--- config.mk ---
export PLATFORM = sky130hd
export DESIGN_NAME = sample_interval_statistics_top
export DESIGN_NICKNAME = d
export VERILOG_FILES = /design/src/rtl/core/sis_pkg.sv /design/src/rtl/core/sis_ctrl.sv /design/src/rtl/core/sis_datapath.sv /design/src/rtl/core/sample_interval_statistics_top.sv
export VERILOG_INCLUDE_DIRS = /design/src /design/src/rtl/core
export SDC_FILE = /design/constraint.sdc
export NUM_CORES = 2
export LEC_CHECK = 0
export ABC_AREA = 1
export BUFFER_PORTS_ARGS = -buffer_cell sky130_fd_sc_hd__clkbuf_2
export CAP_MARGIN = 20
export CORE_UTILIZATION = 50
export DETAILED_ROUTE_END_ITERATION = 7
export PLACE_DENSITY = 0.81
export SYNTH_ARGS = -nofsm -noshare
export SYNTH_HDL_FRONTEND = slang
export SYNTH_SLANG_ARGS = --single-unit
--- constraint.sdc ---
create_clock -name clock -period 10.7 [get_ports clock]
set_input_delay 1.605 -clock clock [delete_from_list [all_inputs] [get_ports clock]]
set_output_delay 1.605 -clock clock [all_outputs]
set_load 0.005 [all_outputs]
--- src/rtl/core/sample_interval_statistics_top_defines.svh ---
// Assertion macros for the sample interval statistics block
`ifndef SAMPLE_INTERVAL_STATISTICS_TOP_DEFINES_SVH
`define SAMPLE_INTERVAL_STATISTICS_TOP_DEFINES_SVH

// same-cycle implication, checked outside reset
`define SIS_ASSERT_NOW(lbl, ante, cons, msg) \
   lbl: assert property (@(posedge clock) disable iff (reset) (ante) |-> (cons)) else $error(msg);

// next-cycle implication, checked outside reset
`define SIS_ASSERT_NEXT(lbl, ante, cons, msg) \
   lbl: assert property (@(posedge clock) disable iff (reset) (ante) |=> (cons)) else $error(msg);

`endif

--- src/rtl/core/sis_pkg.sv ---
// Package: widths, codes and shared types of the sample interval statistics block
package sis_pkg;

   localparam int COUNT_BITS  = 24;
   localparam int SAMPLE_BITS = 12;
   localparam int TOTAL_BITS  = 32;
   localparam int CHAN_BITS   = 3;
   localparam int SUM_BITS    = SAMPLE_BITS + COUNT_BITS;
   localparam int SQ_BITS     = 2 * SAMPLE_BITS + COUNT_BITS;
   localparam int QUOT_BITS   = 2 * SAMPLE_BITS;
   localparam int STEP_BITS   = $clog2(QUOT_BITS);

   localparam int RES_BITS = COUNT_BITS + SUM_BITS + SQ_BITS + 3 * SAMPLE_BITS + COUNT_BITS
                             + SAMPLE_BITS + TOTAL_BITS + 1;
   localparam int RSP_DATA_BITS = ((RES_BITS + 7) / 8) * 8;
   localparam int REQ_DATA_BITS = ((SAMPLE_BITS + 7) / 8) * 8;
   localparam int REQ_USER_BITS = 1 + CHAN_BITS;

   localparam int CSR_INDEX_BITS = 1;
   localparam int CSR_DATA_BITS  = 12;

   localparam logic [CSR_INDEX_BITS-1:0] CSR_THRESHOLD = 1'b0;
   localparam logic [CSR_INDEX_BITS-1:0] CSR_CHANNEL   = 1'b1;

   localparam logic ACT_ACCUMULATE = 1'b0;
   localparam logic ACT_REPORT     = 1'b1;

   localparam logic [SAMPLE_BITS-1:0] THRESHOLD_RESET = SAMPLE_BITS'(2048);
   localparam logic [COUNT_BITS-1:0]  COUNT_MAX       = '1;

   typedef struct packed {
      logic accum;
      logic snap;
      logic div_step;
      logic mean_load;
      logic sqrt_load;
      logic sqrt_step;
      logic rms_store;
      logic out_load;
   } cmd_type;

   typedef struct packed {
      logic empty;
      logic out_free;
   } status_type;

   typedef struct packed {
      logic                   overflowed;
      logic [TOTAL_BITS-1:0]  total_seen;
      logic [SAMPLE_BITS-1:0] rms_value;
      logic [SAMPLE_BITS-1:0] mean_value;
      logic [COUNT_BITS-1:0]  crossings;
      logic [SAMPLE_BITS-1:0] maximum;
      logic [SAMPLE_BITS-1:0] minimum;
      logic [SQ_BITS-1:0]     square_sum;
      logic [SUM_BITS-1:0]    sample_sum;
      logic [COUNT_BITS-1:0]  num_samples;
   } result_type;

endpackage

--- src/rtl/core/sis_ctrl.sv ---
// Controller: accepts words, sequences the report divisions, square root and output load
module sis_ctrl (
   input  logic                clock,
   input  logic                reset,
   input  logic                req_tvalid,
   input  logic                req_action,
   input  sis_pkg::status_type status,
   output logic                req_tready,
   output sis_pkg::cmd_type    cmd
);
   import sis_pkg::*;

   typedef enum logic [4:0] {
      ST_IDLE     = 5'b00001,
      ST_DIV_SQ   = 5'b00010,
      ST_DIV_MEAN = 5'b00100,
      ST_SQRT     = 5'b01000,
      ST_HOLD     = 5'b10000
   } state_type;

   state_type             state_ff, state_in;
   logic [STEP_BITS-1:0]  step_ff, step_in;
   logic                  last_step;

   assign last_step  = (step_ff == '0);
   assign req_tready = (state_ff == ST_IDLE);

   always_comb begin
      state_in = state_ff;
      step_in  = step_ff;
      cmd      = '0;
      case (state_ff)
         ST_IDLE: begin
            if (req_tvalid) begin
               if (req_action == ACT_REPORT) begin
                  if (!status.empty) begin
                     cmd.snap = 1'b1;
                     step_in  = STEP_BITS'(QUOT_BITS - 1);
                     state_in = ST_DIV_SQ;
                  end
               end else begin
                  cmd.accum = 1'b1;
               end
            end
         end
         ST_DIV_SQ: begin
            cmd.div_step = 1'b1;
            if (last_step) begin
               cmd.mean_load = 1'b1;
               step_in       = STEP_BITS'(SAMPLE_BITS - 1);
               state_in      = ST_DIV_MEAN;
            end else begin
               step_in = step_ff - 1'b1;
            end
         end
         ST_DIV_MEAN: begin
            cmd.div_step = 1'b1;
            if (last_step) begin
               cmd.sqrt_load = 1'b1;
               step_in       = STEP_BITS'(SAMPLE_BITS - 1);
               state_in      = ST_SQRT;
            end else begin
               step_in = step_ff - 1'b1;
            end
         end
         ST_SQRT: begin
            cmd.sqrt_step = 1'b1;
            if (last_step) begin
               cmd.rms_store = 1'b1;
               state_in      = ST_HOLD;
            end else begin
               step_in = step_ff - 1'b1;
            end
         end
         ST_HOLD: begin
            if (status.out_free) begin
               cmd.out_load = 1'b1;
               state_in     = ST_IDLE;
            end
         end
         default: begin
            state_in = ST_IDLE;
         end
      endcase
   end

   always_ff @(posedge clock) begin
      if (reset) begin
         state_ff <= ST_IDLE;
         step_ff  <= '0;
      end else begin
         state_ff <= state_in;
         step_ff  <= step_in;
      end
   end

endmodule

--- src/rtl/core/sis_datapath.sv ---
// Datapath: config registers, interval accumulators, shared divider, square root, output word
module sis_datapath (
   input  logic                                   clock,
   input  logic                                   reset,
   input  sis_pkg::cmd_type                       cmd,
   output sis_pkg::status_type                    status,
   input  logic [sis_pkg::CHAN_BITS-1:0]          req_channel,
   input  logic [sis_pkg::SAMPLE_BITS-1:0]        req_sample,
   input  logic                                   csr_valid,
   input  logic                                   csr_ready,
   input  logic [sis_pkg::CSR_INDEX_BITS-1:0]     csr_index,
   input  logic [sis_pkg::CSR_DATA_BITS-1:0]      csr_data,
   input  logic                                   rsp_tready,
   output logic                                   rsp_tvalid,
   output sis_pkg::result_type                    result
);
   import sis_pkg::*;

   // configuration
   logic [SAMPLE_BITS-1:0] thr_ff;
   logic [CHAN_BITS-1:0]   sel_ff;

   // live interval
   logic [COUNT_BITS-1:0]  cnt_ff;
   logic [SUM_BITS-1:0]    sum_ff;
   logic [SQ_BITS-1:0]     sq_ff;
   logic [SAMPLE_BITS-1:0] min_ff;
   logic [SAMPLE_BITS-1:0] max_ff;
   logic [COUNT_BITS-1:0]  crs_ff;
   logic                   high_ff;
   logic [TOTAL_BITS-1:0]  total_ff;
   logic                   ovf_ff;

   // report snapshot
   logic [COUNT_BITS-1:0]  snap_cnt_ff;
   logic [SUM_BITS-1:0]    snap_sum_ff;
   logic [SQ_BITS-1:0]     snap_sq_ff;
   logic [SAMPLE_BITS-1:0] snap_min_ff;
   logic [SAMPLE_BITS-1:0] snap_max_ff;
   logic [COUNT_BITS-1:0]  snap_crs_ff;
   logic [TOTAL_BITS-1:0]  snap_total_ff;
   logic                   snap_ovf_ff;

   // restoring divider, one quotient bit per cycle
   logic [SQ_BITS-1:0]     rem_ff, rem_in;
   logic [SQ_BITS-1:0]     dsh_ff;
   logic [QUOT_BITS-1:0]   q_ff, q_in;
   logic [QUOT_BITS-1:0]   qbit_ff;

   // square root, one root bit per cycle
   logic [QUOT_BITS-1:0]   sqq_ff;
   logic [SAMPLE_BITS-1:0] root_ff, root_in;
   logic [SAMPLE_BITS-1:0] rbit_ff;
   logic [SAMPLE_BITS-1:0] trial;
   logic [QUOT_BITS-1:0]   trial_sq;
   logic [SAMPLE_BITS-1:0] mean_ff;
   logic [SAMPLE_BITS-1:0] rms_ff;

   // output word
   result_type             out_ff;
   logic                   valid_ff;

   logic                   take;
   logic                   high;
   logic [QUOT_BITS-1:0]   square;

   assign take   = cmd.accum && (req_channel == sel_ff);
   assign high   = (req_sample >= thr_ff);
   assign square = {{SAMPLE_BITS{1'b0}}, req_sample} * {{SAMPLE_BITS{1'b0}}, req_sample};

   always_comb begin
      rem_in = rem_ff;
      q_in   = q_ff;
      if (dsh_ff <= rem_ff) begin
         rem_in = rem_ff - dsh_ff;
         q_in   = q_ff | qbit_ff;
      end
   end

   assign trial    = root_ff | rbit_ff;
   assign trial_sq = {{SAMPLE_BITS{1'b0}}, trial} * {{SAMPLE_BITS{1'b0}}, trial};
   assign root_in  = (trial_sq <= sqq_ff) ? trial : root_ff;

   assign status.empty    = (cnt_ff == '0);
   assign status.out_free = !valid_ff || rsp_tready;
   assign rsp_tvalid      = valid_ff;
   assign result          = out_ff;

   always_ff @(posedge clock) begin
      if (reset) begin
         thr_ff <= THRESHOLD_RESET;
         sel_ff <= '0;
      end else if (csr_valid && csr_ready) begin
         case (csr_index)
            CSR_THRESHOLD: thr_ff <= csr_data[SAMPLE_BITS-1:0];
            CSR_CHANNEL:   sel_ff <= csr_data[CHAN_BITS-1:0];
            default: begin
            end
         endcase
      end
   end

   always_ff @(posedge clock) begin
      if (reset) begin
         cnt_ff   <= '0;
         sum_ff   <= '0;
         sq_ff    <= '0;
         min_ff   <= '1;
         max_ff   <= '0;
         crs_ff   <= '0;
         high_ff  <= 1'b0;
         total_ff <= '0;
         ovf_ff   <= 1'b0;
      end else if (cmd.snap) begin
         cnt_ff <= '0;
         sum_ff <= '0;
         sq_ff  <= '0;
         min_ff <= '1;
         max_ff <= '0;
         crs_ff <= '0;
         ovf_ff <= 1'b0;
      end else if (take) begin
         if (cnt_ff == COUNT_MAX) begin
            ovf_ff <= 1'b1;
         end else begin
            cnt_ff   <= cnt_ff + 1'b1;
            total_ff <= total_ff + 1'b1;
            sum_ff   <= sum_ff + SUM_BITS'(req_sample);
            sq_ff    <= sq_ff + SQ_BITS'(square);
            if (req_sample < min_ff) min_ff <= req_sample;
            if (req_sample > max_ff) max_ff <= req_sample;
            if (high != high_ff) crs_ff <= crs_ff + 1'b1;
            high_ff <= high;
         end
      end
   end

   always_ff @(posedge clock) begin
      if (cmd.snap) begin
         snap_cnt_ff   <= cnt_ff;
         snap_sum_ff   <= sum_ff;
         snap_sq_ff    <= sq_ff;
         snap_min_ff   <= min_ff;
         snap_max_ff   <= max_ff;
         snap_crs_ff   <= crs_ff;
         snap_total_ff <= total_ff;
         snap_ovf_ff   <= ovf_ff;
      end
   end

   always_ff @(posedge clock) begin
      if (cmd.snap) begin
         rem_ff  <= sq_ff;
         dsh_ff  <= {{(SQ_BITS-COUNT_BITS){1'b0}}, cnt_ff} << (QUOT_BITS - 1);
         q_ff    <= '0;
         qbit_ff <= QUOT_BITS'(1) << (QUOT_BITS - 1);
      end else if (cmd.mean_load) begin
         rem_ff  <= {{(SQ_BITS-SUM_BITS){1'b0}}, snap_sum_ff};
         dsh_ff  <= {{(SQ_BITS-COUNT_BITS){1'b0}}, snap_cnt_ff} << (SAMPLE_BITS - 1);
         q_ff    <= '0;
         qbit_ff <= QUOT_BITS'(1) << (SAMPLE_BITS - 1);
      end else if (cmd.div_step) begin
         rem_ff  <= rem_in;
         dsh_ff  <= dsh_ff >> 1;
         q_ff    <= q_in;
         qbit_ff <= qbit_ff >> 1;
      end
   end

   always_ff @(posedge clock) begin
      if (cmd.mean_load) sqq_ff <= q_in;
      if (cmd.sqrt_load) begin
         mean_ff <= q_in[SAMPLE_BITS-1:0];
         root_ff <= '0;
         rbit_ff <= SAMPLE_BITS'(1) << (SAMPLE_BITS - 1);
      end else if (cmd.sqrt_step) begin
         root_ff <= root_in;
         rbit_ff <= rbit_ff >> 1;
      end
      if (cmd.rms_store) rms_ff <= root_in;
   end

   always_ff @(posedge clock) begin
      if (cmd.out_load) begin
         out_ff.num_samples  <= snap_cnt_ff;
         out_ff.sample_sum   <= snap_sum_ff;
         out_ff.square_sum   <= snap_sq_ff;
         out_ff.minimum      <= snap_min_ff;
         out_ff.maximum      <= snap_max_ff;
         out_ff.crossings    <= snap_crs_ff;
         out_ff.mean_value   <= mean_ff;
         out_ff.rms_value    <= rms_ff;
         out_ff.total_seen   <= snap_total_ff;
         out_ff.overflowed   <= snap_ovf_ff;
      end
   end

   always_ff @(posedge clock) begin
      if (reset) begin
         valid_ff <= 1'b0;
      end else if (cmd.out_load) begin
         valid_ff <= 1'b1;
      end else if (rsp_tready) begin
         valid_ff <= 1'b0;
      end
   end

endmodule

--- src/rtl/core/sample_interval_statistics_top.sv ---
// Top level: interval statistics over a tagged ADC sample stream
//
//   channel  dir   handshake              payload
//   req      in    req_tvalid/req_tready  tdata: sample; tuser: action, channel
//   rsp      out   rsp_tvalid/rsp_tready  tdata: interval figures, mean, rms, totals
//   csr      in    csr_valid/csr_ready    csr_index, csr_data
//
// One accumulate word may be taken in every cycle while no report is in progress.
// A report word on a non-empty interval holds req_tready low until its result is loaded:
// 1 snapshot, 24 divider steps for the square mean, 12 for the mean,
// 12 square root steps, 1 output load; divider and root resolve one bit per cycle.
// A stalled rsp word does not block accumulates; a further report waits before loading it.
// Reset is synchronous, active high; csr_ready is always high.
module sample_interval_statistics_top (
   input  logic                                clock,
   input  logic                                reset,
   input  logic                                req_tvalid,
   output logic                                req_tready,
   input  logic [sis_pkg::REQ_DATA_BITS-1:0]   req_tdata,  // sample_value
   input  logic [sis_pkg::REQ_USER_BITS-1:0]   req_tuser,  // action, channel
   output logic                                rsp_tvalid,
   input  logic                                rsp_tready,
   // num_samples, sample_sum, square_sum, minimum, maximum, crossings,
   // mean_value, rms_value, total_seen, overflowed
   output logic [sis_pkg::RSP_DATA_BITS-1:0]   rsp_tdata,
   input  logic                                csr_valid,
   output logic                                csr_ready,
   input  logic [sis_pkg::CSR_INDEX_BITS-1:0]  csr_index,
   input  logic [sis_pkg::CSR_DATA_BITS-1:0]   csr_data
);
   import sis_pkg::*;

`include "sample_interval_statistics_top_defines.svh"

   cmd_type    ctl_cmd;
   status_type dp_status;
   result_type result;

   assign csr_ready = 1'b1;

   sis_ctrl u_ctrl (
      .clock      (clock),
      .reset      (reset),
      .req_tvalid (req_tvalid),
      .req_action (req_tuser[0]),
      .status     (dp_status),
      .req_tready (req_tready),
      .cmd        (ctl_cmd)
   );

   sis_datapath u_datapath (
      .clock       (clock),
      .reset       (reset),
      .cmd         (ctl_cmd),
      .status      (dp_status),
      .req_channel (req_tuser[CHAN_BITS:1]),
      .req_sample  (req_tdata[SAMPLE_BITS-1:0]),
      .csr_valid   (csr_valid),
      .csr_ready   (csr_ready),
      .csr_index   (csr_index),
      .csr_data    (csr_data),
      .rsp_tready  (rsp_tready),
      .rsp_tvalid  (rsp_tvalid),
      .result      (result)
   );

   assign rsp_tdata = {{(RSP_DATA_BITS-RES_BITS){1'b0}}, result};

   `SIS_ASSERT_NEXT(a_busy_after_report, ctl_cmd.snap, !req_tready, "ready after report start")
   `SIS_ASSERT_NOW(a_load_when_free, ctl_cmd.out_load, !rsp_tvalid || rsp_tready, "result overwritten")
   `SIS_ASSERT_NOW(a_rise_from_load, $rose(rsp_tvalid), $past(ctl_cmd.out_load), "stray result")
   `SIS_ASSERT_NOW(a_count_nonzero, rsp_tvalid, result.num_samples != '0, "empty interval reported")

endmodule

; After elaboration in Yosys (flattened, before gate mapping)
; Index checks and enable logic that the tools add are counted.
[classes]
n_lt_le_gt_ge = 5
n_mux = 39
shift = 0
add_sub_neg = 7
multipliers = 2
n_eq_ne = 16
n_div = 0
n_reduce_logical = 24
bitwise_logic = 5
[op_table]
columns = operator, n
row1 = two-way mux 48 bit, 4
row2 = two-way mux 47 bit, 3
row3 = two-way mux 24 bit, 3
row4 = two-way mux 5 bit, 12
row5 = adder 24 x 1 -> 24 bit (second input constant), 2
row6 = adder 48 x 24 -> 48 bit, 1
row7 = <= comparator 47 x 48 -> 1 bit, 1
row8 = multiplier 12 x 12 -> 24 bit, 2
row9 = subtractor 48 x 47 -> 48 bit, 1
row10 = adder 36 x 12 -> 36 bit, 1
row11 = adder 32 x 1 -> 32 bit (second input constant), 1
row12 = one-hot mux 5 bit (5 select lines), 1
row13 = == test 24 bit (second input constant), 1
row14 = <= comparator 24 bit, 1
row15 = zero test 24 bit, 1
row16 = OR 24 bit, 1
row17 = one-hot mux 5 bit (3 select lines), 1
row18 = greater-or-equal comparator 12 bit, 1
row19 = greater-than comparator 12 bit, 1
row20 = < comparator 12 bit, 1
row21 = two-way mux 12 bit, 1
row22 = OR 12 bit, 1
row23 = AND reduction 3 bit, 4
row24 = two-way mux 1 bit, 11
row25 = other kinds (22), 41
[totals]
input_bits = 38
ram_bits = 0
mem_count = 0
ff_bits = 833
word_cells = 142
latchBits = 0
mem_bits_ro = 0

; Logic depth before layout (Yosys ltp)
[depth]
ltp_word = 7
ltp_mapped = 35

; Hierarchy
; A second synthesis with hierarchy kept.
[unflattened]
cells_unflattened = 5378
hier_area_um2 = 46903.7
[modules_own_cells]
columns = module, seq_area_each_um2, cells_each, area_each_um2, instances
row1 = sis_datapath, 21700.8, 5266, 46168.0, 1
row2 = sis_ctrl, 200.2, 106, 698.2, 1
row3 = sample_interval_statistics_top, 0.0, 6, 37.5, 1

; Least setup slack after synthesis
; No wires, ideal clock.
[synth_timing]
path_kind = input -> register
from = input port rsp_tready
to = register u_datapath.out_ff, in the netlist u_datapath.result[0] (enable)
n_path_buf = 0
cell_stages = 2
arrival_ns = 10.499
setup_slack_ns = -0.590
cell_sequence = nor2_1 nor2_1
[synth_rtl]
columns = item, line
row1 = "start, declared", sample_interval_statistics_top.sv:22  ; input logic rsp_tready,
row2 = "end, declared", sis_datapath.sv:60  ; result_type out_ff;

; Worst setup path in the final report
[layout_timing]
from = register u_datapath.root_ff[9]
to = register u_datapath.rms_ff[10], data pin
[layout_via]
elab_chain_cells = 4
[layout_lines]
columns = item, line
row1 = "start, declared", sis_datapath.sv:52  ; logic [SAMPLE_BITS-1:0] root_ff, root_in;
row2 = "start signal, assigned", sis_datapath.sv:177  ; root_ff <= root_in;
row3 = OR 12 bit, sis_datapath.sv:80  ; assign trial = root_ff | rbit_ff;
row4 = multiplier 12 x 12 -> 24 bit, sis_datapath.sv:81  ; assign trial_sq = {{SAMPLE_BITS{1'b0}}, trial} * {{SAMPLE_BITS{1'b0}}, trial};
row5 = <= comparator 24 bit, sis_datapath.sv:82  ; assign root_in = (trial_sq <= sqq_ff) ? trial : root_ff;
row6 = two-way mux 12 bit, sis_datapath.sv:82
row7 = via u_datapath.root_in[10], sis_datapath.sv:52
row8 = "end signal, assigned", sis_datapath.sv:180  ; if (cmd.rms_store) rms_ff <= root_in;
row9 = "end, declared", sis_datapath.sv:57  ; logic [SAMPLE_BITS-1:0] rms_ff;
; The timed path passes the listed nets, and every way through them passes these cells.
; A chain may end at the register's enable or synchronous reset.

==> impl_metrics.sql <==
INSERT INTO impl_metrics (metric_group, metric, value, unit) VALUES
('timing', 'fmax', '0.125', 'GHz'),
('floorplanning', 'floorplan.initialDensity', '50.7', '%'),
('synthesis', 'synthMostInstantiatedCell', 'sky130_fd_sc_hd__nand2_1', ''),
('detailed_routing', 'detailedRoute.firstPassIterationCount', '5', ''),
('synthesis', 'synth_largest_type_area_fraction', '33.6', '%'),
('floorplanning', 'row_count', '111', ''),
('final_layout', 'fillCellCount', '7962', ''),
('critical_path', 'worstSetupEndpointType', 'flop', ''),
('flow_run', 'maxcap_viol_count', '0', ''),
('grt', 'gr-usage-all-layers', '27.3', '%'),
('critical_path', 'worst_setup_path_start_kind', 'flop', ''),
('synthesis', 'ys_ff_latch', '833', ''),
('min_path', 'hold_path_class', 'flop to flop', ''),
('power_and_ir_drop', 'totalPowerFinal', '0.00817', 'W'),
('clocking', 'cts.sink_count', '833', ''),
('synthesis', 'synthesis.area', '0.0467', 'mm²'),
('power_and_ir_drop', 'power_density', '157', 'mW/mm²'),
('synthesis', 'avgSynthCellArea', '8.76', 'µm²'),
('power_and_ir_drop', 'clock_power_share', '38.5', '%'),
('clocking', 'clock_pin_slew_on_the_worst_setup_and_hold_paths', '60', 'ps'),
('final_layout', 'final_layout_size_suffix_gt1_share', '8.11', '%'),
('place', 'placement.setup.worst_slack', '2770', 'ps'),
('timing', 'totalNegativeSetupSlack', '0', 'ps'),
('place', 'detailedPlacementHpwl', '96500', 'µm'),
('floorplanning', 'core_region', '0.0921', 'mm²'),
('detailed_routing', 'detail-route-antenna-nets', '0', ''),
('synthesis', 'synth_seq_area_share', '46.9', '%'),
('clocking', 'cts_root_buffer', 'sky130_fd_sc_hd__clkbuf_16', ''),
('clocking', 'cts-hold-fix-buffers', '0', ''),
('grt', 'first_global_vias', '35500', ''),
('clocking', 'cts_tree', 'yes', ''),
('timing', 'final_hold_violation_count', '0', ''),
('place', 'finalWeightedCongestion', '0.955', ''),
('timing', 'timing.final.crit_share', '74.5', '%'),
('power_and_ir_drop', 'internal_power', '0.00577', 'W'),
('floorplanning', 'fp.dieArea', '0.0947', 'mm²'),
('detailed_routing', 'totalWireLength', '130000', 'µm'),
('grt', 'grt_antenna_before_repair', '3', ''),
('critical_path', 'path_class', 'flop to flop', ''),
('place', 'numPortBuffers', '248', ''),
('critical_path', 'cp_slowest_stage_delay', '770', 'ps'),
('synthesis', 'yosysWarningCount', '0', ''),
('power_and_ir_drop', 'power.share.switching', '29.3', '%'),
('synthesis', 'synth.cells.most_frequent', '1231 x sky130_fd_sc_hd__nand2_1, 941 x sky130_fd_sc_hd__inv_1, 522 x sky130_fd_sc_hd__edfxtp_1, 435 x sky130_fd_sc_hd__nor2_1, 395 x sky130_fd_sc_hd__a21oi_1', ''),
('critical_path', 'worstPathRequired', '11070', 'ps'),
('detailed_routing', 'vias_per_cell', '5.38', ''),
('synthesis', 'synth_cell_types', '50', ''),
('outcome', 'run_status', 'finished clean', ''),
('timing', 'slew_viol_final', '0', ''),
('timing', 'setup_viol', '0', ''),
('synthesis', 'ys.flop_type', 'sky130_fd_sc_hd__edfxtp_1', ''),
('timing', 'final_critical_path_setup_slack', '2720', 'ps'),
('critical_path', 'critical_path.n_buffers_inverters', '5', ''),
('clocking', 'cts.repair.resized', '0', ''),
('clocking', 'worst_skew_pair_latency', '690', 'ps'),
('critical_path', 'crit_path_max_fanout', '13', ''),
('timing', 'worst_slew_margin_rel', '26.6', '%'),
('synthesis', 'synth_area_leader_cell', 'sky130_fd_sc_hd__edfxtp_1', ''),
('final_layout', 'final_core_occ', '56.5', '%'),
('timing', 'grt_setup_unrepaired', 'false', ''),
('final_layout', 'antenna-diode-count', '0', ''),
('grt', 'grt_max_degree', '161', ''),
('grt', 'first_pass_grt_wire_length', '199000', 'µm'),
('final_layout', 'layout-area-overhead-vs-synth', '11.4', '%'),
('detailed_routing', 'per_cell_routed_wire_length', '18.9', 'µm'),
('power_and_ir_drop', 'worst_ir_drop_on_vdd', '0.000141', 'V'),
('power_and_ir_drop', 'p_sw', '0.00239', 'W'),
('power_and_ir_drop', 'combinational_cell_fraction_of_total_power', '19.3', '%'),
('clocking', 'clock_tree.buffer_depth', '3', ''),
('detailed_routing', 'drtIter0Drc', '3234', ''),
('detailed_routing', 'detailed_route_via_count', '37000', '');
-- final cells by class --
type / instances / area, µm² / share of cell area (%)
Clock buffer: 118 / 2420 / 4.64
Clock inverter: 46 / 558 / 1.07
Inverter: 953 / 3580 / 6.89
Multi-Input combinational cell: 3411 / 20600 / 39.5
Sequential cell: 833 / 21900 / 42.1
Tap cell: 1243 / 1560 / 2.99
Timing Repair Buffer: 277 / 1460 / 2.81
-- worst paths after layout --
path / from / to / slack, ps / cells past startpoint
worst max register to register: u_datapath.root_ff[9]$_SDFFE_PP0P_ / u_datapath.rms_ff[10]$_DFFE_PP_ / 2720 / 26
worst min register to register: u_datapath.snap_sq_ff[20]$_DFFE_PP_ / u_datapath.result[80]$_DFFE_PP_ / 400 / 0
worst max-delay path: u_datapath.root_ff[9]$_SDFFE_PP0P_ / u_datapath.rms_ff[10]$_DFFE_PP_ / 2720 / 26
worst min-delay path: u_datapath.snap_sq_ff[20]$_DFFE_PP_ / u_datapath.result[80]$_DFFE_PP_ / 400 / 0
-- power by group through the flow --
stage	clock network, W	registers, W	logic, W
after floorplan	0	0.00350	0.00119
after global placement	0	0.00351	0.00152
after detailed placement	0	0.00351	0.00154
after CTS	0.00318	0.00345	0.00156
after global routing	0.00331	0.00345	0.00179
final	0.00314	0.00345	0.00157
-- sequential cells by signal, summed over array words and instances (netlist names), 32 cells and up --
register                  flops
u_datapath.dsh_ff            47
u_datapath.rem_ff            48
u_datapath.result           213
u_datapath.snap_sq_ff        48
u_datapath.snap_sum_ff       36
u_datapath.snap_total_ff     32
u_datapath.sq_ff             48
u_datapath.sum_ff            36
u_datapath.total_ff          32
-- metrics by stage --
step / hold slack (ps) / cell area, µm² / cells
2_1_floorplan: 400 / 46700 / 5335
3_3_place_gp: 402 / 49100 / 6715
3_5_place_dp: 405 / 49100 / 6715
4_1_cts: 401 / 52000 / 6879
5_1_grt: 394 / 52100 / 6881
6_report: 395 / 52100 / 6881
-- cells by family (layout without fill, tap and decap cells) --
group | after synthesis | count (layout) | synth area share [%]
buffers and inverters | 1091 | 1394 | 9.17
other | 2 | 4 | 0.0161
AND/OR/NAND/NOR | 2142 | 2142 | 19.1
XOR/XNOR | 112 | 112 | 2.10
AO/OA/AOI/OAI | 723 | 723 | 8.30
multiplexers | 1 | 1 | 0.0241
adder cells (fa/ha/maj) | 429 | 429 | 14.4
flip-flops | 833 | 833 | 46.9
-- per-layer routing --
layer / global-route usage, % / vias up / wire, µm
li1: - / 17700 / -
met1: 36.1 / 17600 / 53800
met2: 45.6 / 1456 / 61500
met3: 4.01 / 231 / 10100
met4: 9.94 / 0 / 4710
met5: 0 / - / 0
-- worst register-to-register path: stages (launching register included) --
cell and delay [ps]:
sky130_fd_sc_hd__dfxtp_1 320, sky130_fd_sc_hd__nor2_1 770, sky130_fd_sc_hd__inv_1 330, sky130_fd_sc_hd__nand2_1 220, sky130_fd_sc_hd__fa_1 450, sky130_fd_sc_hd__fa_1 520, sky130_fd_sc_hd__inv_1 60, sky130_fd_sc_hd__fa_1 500
sky130_fd_sc_hd__fa_1 550, sky130_fd_sc_hd__inv_1 50, sky130_fd_sc_hd__fa_1 520, sky130_fd_sc_hd__inv_1 40, sky130_fd_sc_hd__ha_1 380, sky130_fd_sc_hd__nand2_1 130, sky130_fd_sc_hd__nor2_1 150, sky130_fd_sc_hd__nand2_1 60
sky130_fd_sc_hd__o21ai_0 410, sky130_fd_sc_hd__a21oi_1 160, sky130_fd_sc_hd__xor2_1 170, sky130_fd_sc_hd__ha_1 300, sky130_fd_sc_hd__nand3_1 110, sky130_fd_sc_hd__nor3_1 330, sky130_fd_sc_hd__nand3_1 140, sky130_fd_sc_hd__nand3_1 100
sky130_fd_sc_hd__nand2_1 310, sky130_fd_sc_hd__inv_1 460, sky130_fd_sc_hd__a21oi_1 140
-- cells in the final DEF (no fill, tap or decap), types with 11 or more instances in the layout --
master / count
sky130_fd_sc_hd__nand2_1: 1228
sky130_fd_sc_hd__inv_1: 941
sky130_fd_sc_hd__edfxtp_1: 522
sky130_fd_sc_hd__nor2_1: 433
sky130_fd_sc_hd__a21oi_1: 395
sky130_fd_sc_hd__dfxtp_1: 311
sky130_fd_sc_hd__clkbuf_2: 248
sky130_fd_sc_hd__ha_1: 246
sky130_fd_sc_hd__nand3_1: 243
sky130_fd_sc_hd__o21ai_0: 228
sky130_fd_sc_hd__fa_1: 183
sky130_fd_sc_hd__nor3_1: 91
sky130_fd_sc_hd__clkbuf_16: 89
sky130_fd_sc_hd__xor2_1: 72
sky130_fd_sc_hd__nand4_1: 69
sky130_fd_sc_hd__xnor2_1: 40
sky130_fd_sc_hd__o211ai_1: 28
sky130_fd_sc_hd__buf_4: 28
sky130_fd_sc_hd__clkbuf_1: 21
sky130_fd_sc_hd__nand3b_1: 14
sky130_fd_sc_hd__nor4_1: 14
sky130_fd_sc_hd__o21bai_1: 13
sky130_fd_sc_hd__inv_2: 11
sky130_fd_sc_hd__o32ai_1: 11
(Power assumes the default switching activity.)
